[src/sv/hkt_pkg.sv]
// Shared types, field widths and constants of the hashed key table.
// Used by every module of the block; depends on nothing.
`timescale 1ns / 1ps

package hkt_pkg;

	localparam int KEY_W      = 44;
	localparam int REF_W      = 16;
	localparam int SLOT_W     = 1 + KEY_W + REF_W;
	localparam int BCOUNT_W   = 9;
	localparam int NEFF_W     = 10;
	localparam int DEF_BUCKETS = 256;
	localparam int DEF_WAYS    = 4;

	// Mixing constants of the 64-bit finalizer.
	localparam logic [63:0] FMIX_C1 = 64'hff51afd7ed558ccd;
	localparam logic [63:0] FMIX_C2 = 64'hc4ceb9fe1a85ec53;
	localparam int FMIX_SHIFT = 33;

	// Register indexes of the configuration port.
	localparam int REG_BUCKET_COUNT = 0;
	localparam logic [BCOUNT_W-1:0] BUCKET_COUNT_RESET = 9'd256;

	typedef enum logic [1:0] {
		CMD_LOOKUP = 2'd0,
		CMD_INSERT = 2'd1,
		CMD_REMOVE = 2'd2
	} cmd_e_t;

	typedef enum logic [1:0] {
		ST_DONE      = 2'd0,
		ST_NOT_FOUND = 2'd1,
		ST_DUPLICATE = 2'd2,
		ST_FULL      = 2'd3
	} status_e_t;

	typedef struct packed {
		logic [1:0]       command;
		logic [KEY_W-1:0] key;
		logic [REF_W-1:0] book_ref;
	} req_t;

	typedef struct packed {
		status_e_t        status;
		logic [REF_W-1:0] found_ref;
	} result_t;

endpackage

[src/sv/hkt_bucket.sv]
// Bucket selection: fmix64 of the key on a shared 32x32 multiplier,
// then the low 32 bits reduced modulo the bucket count, 8 bits a cycle.
// Depends on hkt_pkg.
`timescale 1ns / 1ps

module hkt_bucket #(
	parameter int BUCKETS = hkt_pkg::DEF_BUCKETS,
	parameter int BW = (BUCKETS > 1) ? $clog2(BUCKETS) : 1
) (
	input  logic                        clk,
	input  logic                        arst_n,
	input  logic                        start,
	input  logic [hkt_pkg::KEY_W-1:0]   key,
	input  logic [hkt_pkg::NEFF_W-1:0]  n_eff,
	output logic                        done,
	output logic [BW-1:0]               bucket
);
	import hkt_pkg::*;

	logic        mul_busy_q, mod_busy_q, done_q;
	logic [2:0]  ph_q;
	logic [1:0]  mod_cnt_q;
	logic [63:0] x_q, acc_q, prod_q;
	logic [31:0] div_q;
	logic [NEFF_W-1:0] rem_q;
	logic [BW-1:0] bucket_q;

	logic [63:0] cst, key64, sum;
	logic [31:0] op_a, op_b, div_n;
	logic [NEFF_W-1:0] rem_n;
	logic [31:0] rem_ext;

	assign key64 = {20'b0, key};
	assign cst = ph_q[2] ? FMIX_C2 : FMIX_C1;
	assign sum = acc_q + {prod_q[31:0], 32'b0};

	// Operand selection for the partial products of the low 64-bit product.
	always_comb begin
		case (ph_q[1:0])
			2'd0: begin
				op_a = x_q[31:0];
				op_b = cst[31:0];
			end
			2'd1: begin
				op_a = x_q[31:0];
				op_b = cst[63:32];
			end
			default: begin
				op_a = x_q[63:32];
				op_b = cst[31:0];
			end
		endcase
	end

	// Eight restoring division steps on the remainder.
	always_comb begin
		rem_n = rem_q;
		div_n = div_q;
		for (int i = 0; i < 8; i++) begin
			rem_n = {rem_n[NEFF_W-2:0], div_n[31]};
			div_n = {div_n[30:0], 1'b0};
			if (rem_n >= n_eff) begin
				rem_n = rem_n - n_eff;
			end
		end
	end

	assign rem_ext = {{(32-NEFF_W){1'b0}}, rem_n};

	// Sequencer of the two multiplies and the modulo.
	always_ff @(posedge clk or negedge arst_n) begin
		if (!arst_n) begin
			mul_busy_q <= 1'b0;
			mod_busy_q <= 1'b0;
			done_q <= 1'b0;
			ph_q <= '0;
			mod_cnt_q <= '0;
		end else begin
			done_q <= 1'b0;
			if (start) begin
				mul_busy_q <= 1'b1;
				ph_q <= '0;
			end else if (mul_busy_q) begin
				ph_q <= ph_q + 3'd1;
				if (ph_q == 3'd7) begin
					mul_busy_q <= 1'b0;
					mod_busy_q <= 1'b1;
					mod_cnt_q <= '0;
				end
			end else if (mod_busy_q) begin
				mod_cnt_q <= mod_cnt_q + 2'd1;
				if (mod_cnt_q == 2'd3) begin
					mod_busy_q <= 1'b0;
					done_q <= 1'b1;
				end
			end
		end
	end

	// Datapath registers.
	always_ff @(posedge clk) begin
		if (start) begin
			x_q <= key64 ^ (key64 >> FMIX_SHIFT);
		end else if (mul_busy_q) begin
			prod_q <= {32'b0, op_a} * {32'b0, op_b};
			case (ph_q[1:0])
				2'd1: acc_q <= prod_q;
				2'd2: acc_q <= sum;
				2'd3: x_q <= sum ^ (sum >> FMIX_SHIFT);
				default: acc_q <= acc_q;
			endcase
			if (ph_q == 3'd7) begin
				div_q <= sum[31:0] ^ {1'b0, sum[63:FMIX_SHIFT]};
				rem_q <= '0;
			end
		end else if (mod_busy_q) begin
			div_q <= div_n;
			rem_q <= rem_n;
			if (mod_cnt_q == 2'd3) begin
				bucket_q <= rem_ext[BW-1:0];
			end
		end
	end

	assign done = done_q;
	assign bucket = bucket_q;

endmodule

[config.mk]
export PLATFORM = sky130hd
export DESIGN_NAME = hkt_bucket
export DESIGN_NICKNAME = d
export VERILOG_FILES = /design/src/sv/hkt_pkg.sv /design/src/sv/hkt_bucket.sv
export SDC_FILE = /design/constraint.sdc
export NUM_CORES = 2
export LEC_CHECK = 0
export ABC_AREA = 1
export BUFFER_PORTS_ARGS = -buffer_cell sky130_fd_sc_hd__buf_2
export CAP_MARGIN = 5
export CORE_MARGIN = 1
export CORE_UTILIZATION = 30
export CTS_BUF_LIST = sky130_fd_sc_hd__clkbuf_8
export DETAILED_ROUTE_END_ITERATION = 16
export GPL_ROUTABILITY_DRIVEN = 1
export PLACE_DENSITY_LB_ADDON = 0.2
export SLEW_MARGIN = 15
export SYNTH_ARGS = -nofsm -noshare
export SYNTH_HDL_FRONTEND = slang
export SYNTH_SLANG_ARGS = --single-unit
export TNS_END_PERCENT = 10
[constraint.sdc]
create_clock -name clk -period 25.5 [get_ports clk]
set_input_delay 5.1 -clock clk [delete_from_list [all_inputs] [get_ports clk]]
set_output_delay 5.1 -clock clk [all_outputs]
set_load 0.02 [all_outputs]
==> flow_metrics.env <==
export IMPL_status="finished, final reports clean"
export IMPL_areaGrowthSynthToFinish_pct=8.168
export IMPL_finalNetCount=6478
export IMPL_slowest_stage="a21oi_2"
export IMPL_syn_inst=5052
export IMPL_io_pins=66
export IMPL_grt_pass1_vias=35310
export IMPL_fin_crit_sh_pct=77.76
export IMPL_cts_buffer_depth=3
export IMPL_grt_pass1_wl_um=237500
export IMPL_synth_nets=6396
export IMPL_post_synth_num_cell_types=61
export IMPL_grt_start_max_net_pins=86
export IMPL_slew_headroom_pct=19.31
export IMPL_finalWirelength_um=158200
export IMPL_hold_viol_final=0
export IMPL_gp_congestion=0.9316
export IMPL_crit_type="input port to flip-flop"
export IMPL_setup_tns_ns=0
export IMPL_cp_data_required_time_ns=25.81
export IMPL_worstPathArrival_ns=20.14
export IMPL_synth_seq_cells=249
export IMPL_synthTopCellsByCount="inv_1 (1,314), fa_1 (872), nand2_1 (669)"
export IMPL_startpoint_type="input port"
export IMPL_drive_gt1_share_pct=6.841
export IMPL_async_reset_ff_share_pct=3.213
export IMPL_die_area_sq_um=154000
export IMPL_post_cts_resized=0
export IMPL_rsz0062_at_grt="false"
export IMPL_synth_most_common_cell="inv_1"
export IMPL_clock_latency_ns=0.58
export IMPL_die_w_um=392.4
export IMPL_fp_coreArea_sq_um=150500
export IMPL_cts_hold_buf=0
export IMPL_hp_class="flip-flop to flip-flop"
export IMPL_viasPerCell=4.661
export IMPL_vias=33450
export IMPL_grtUsageTotal_pct=21.09
export IMPL_skew_ns=0.03621
export IMPL_drtIter0Drc=2663
export IMPL_seq_area_frac_synth_pct=16.26
export IMPL_port_buffer_count=65
export IMPL_yosysTopAreaCell="fa_1"
export IMPL_synth_avg_cell_area_sq_um=9.051
export IMPL_synthDominantCellAreaShare_pct=38.18
export IMPL_start_util_pct=30.39
export IMPL_clkTransAtPathRegs_ns=0.07
export IMPL_gr_total_overflow=0
export IMPL_worstMarginPinSlew_ns=1.206
export IMPL_cts_tree="done"
export IMPL_wl_per_cell_um=22.05
export IMPL_dr_pass1_iters=6
export IMPL_endpoint_kind="flip-flop"
export IMPL_final_antenna_net_count=0
export IMPL_clock_sinks=249
export IMPL_final_min_clock_period_ns=19.83
export IMPL_setup_viol=0
export IMPL_yosys_warnings=0
export IMPL_finalMaxSlewViolations=0
export IMPL_cp_max_fo=17
export IMPL_synth_main_ff_cell="edfxtp_1"
export IMPL_rows=142
export IMPL_slowest_delay_ns=0.56
export IMPL_syn_area_sq_um=45730
export IMPL_htreeDepth=2
export IMPL_crit_path_frequent_cell="nand2_1"
export IMPL_cts_root_buf="clkbuf_8"
export IMPL_max_cap_violations=0
export IMPL_postCtsSetupRepairBufs=0
export IMPL_max_clock_freq_mhz=50.43
export IMPL_cts_buffers=41
export IMPL_dp_hpwl_um=137300
export IMPL_die_y_um=392.4
export IMPL_synthTopCellsByArea="fa_1 (38%), edfxtp_1 (16%), ha_1 (11%), inv_1 (11%), nand2_1 (5.5%)"
export IMPL_drc_errors=0
export IMPL_synth_edf_count=241
export IMPL_antenna_found_initial=7
-- registers in the layout (all words and copies together), names as in the netlist --
signal      count
bucket          8
ph_q            3
x_q            64
mod_cnt_q       2
prod_q         64
mul_busy_q      1
mod_busy_q      1
div_q          32
acc_q          64
done            1
rem_q           9
-- final timing paths --
kind                             from           end  slack, ns  cells after the start
max reg2reg                 div_q[31]      rem_q[4]      10.21                     87
min in group asynchronous      arst_n          done       4.35                      1
max                          n_eff[2]      rem_q[4]       5.67                     90
min                        mod_busy_q    mod_busy_q       0.50                      2
min reg2reg                mod_busy_q    mod_busy_q       0.50                      2
max in group asynchronous      arst_n  mod_cnt_q[0]      20.98                      1
-- cell families after synthesis --
logic type / synth area share [%]
DFF: 16.26
AOI/OAI and AO/OA: 6.304
buffers and inverters: 11.87
adders and majority gates: 49.53
other: 0.008201
and+or+nand+nor: 13.19
xor gates and xnor gates: 2.835
-- critical path, delay by kind of cell --
kind                     cells  cell delay [ns]
buffers and inverters       17             2.80
AO/OA/AOI/OAI               25             5.55
AND/OR/NAND/NOR             39             3.95
adder cells (fa/ha/maj)      8             2.55
XOR/XNOR                     1             0.14
-- routing by layer --
metal,vias up,global-route usage [%],wire length [um],share of wire [%]
li1,15420,-,-,-
met1,17070,31.47,76280,48
met2,845,32.77,70730,45
met3,121,2.596,8173,5.2
met4,0,3.771,3055,1.9
met5,-,0,0,0
-- per-stage QoR --
step / cells / instance area (sq um) / hold slack (ns) / worst slack [ns] / utilization [%]
3_3_place_gp: 7107 / 48740 / 0.4845 / 5.216 / 32.39
4_1_cts: 7176 / 49460 / 0.5037 / 5.666 / 32.86
6_report: 7177 / 49460 / 0.5045 / 5.671 / 32.87
5_1_grt: 7177 / 49460 / 0.5311 / 3.588 / 32.87
2_1_floorplan: 5052 / 45730 / 0.4652 / 9.022 / -
3_5_place_dp: 7107 / 48740 / 0.4888 / 5.088 / 32.39
-- cell type report --
cell class / instances / area (sq um)
diodes: 1 / 2.502
fillers: 16020 / 101000
flip-flops and latches: 249 / 7437
multi-input cells: 3375 / 32910
inverters: 1327 / 4981
well taps: 2016 / 2522
clock inverters: 25 / 111.4
clock buffers: 44 / 605.6
repair buffers: 140 / 888.4
-- layout by cell type (no fill, tap or decap), types with 53 or more instances in the layout --
master	count
a21oi_1	163
nor2_1	523
or2_2	53
buf_4	75
nand3_1	114
buf_2	65
inv_1	1325
xor2_1	92
edfxtp_1	241
fa_1	872
xnor2_1	56
ha_1	413
nand2_1	668
o21ai_0	141
Power is not shown: default switching activity piles up to over one toggle a cycle in this logic, so the estimate is an artifact.
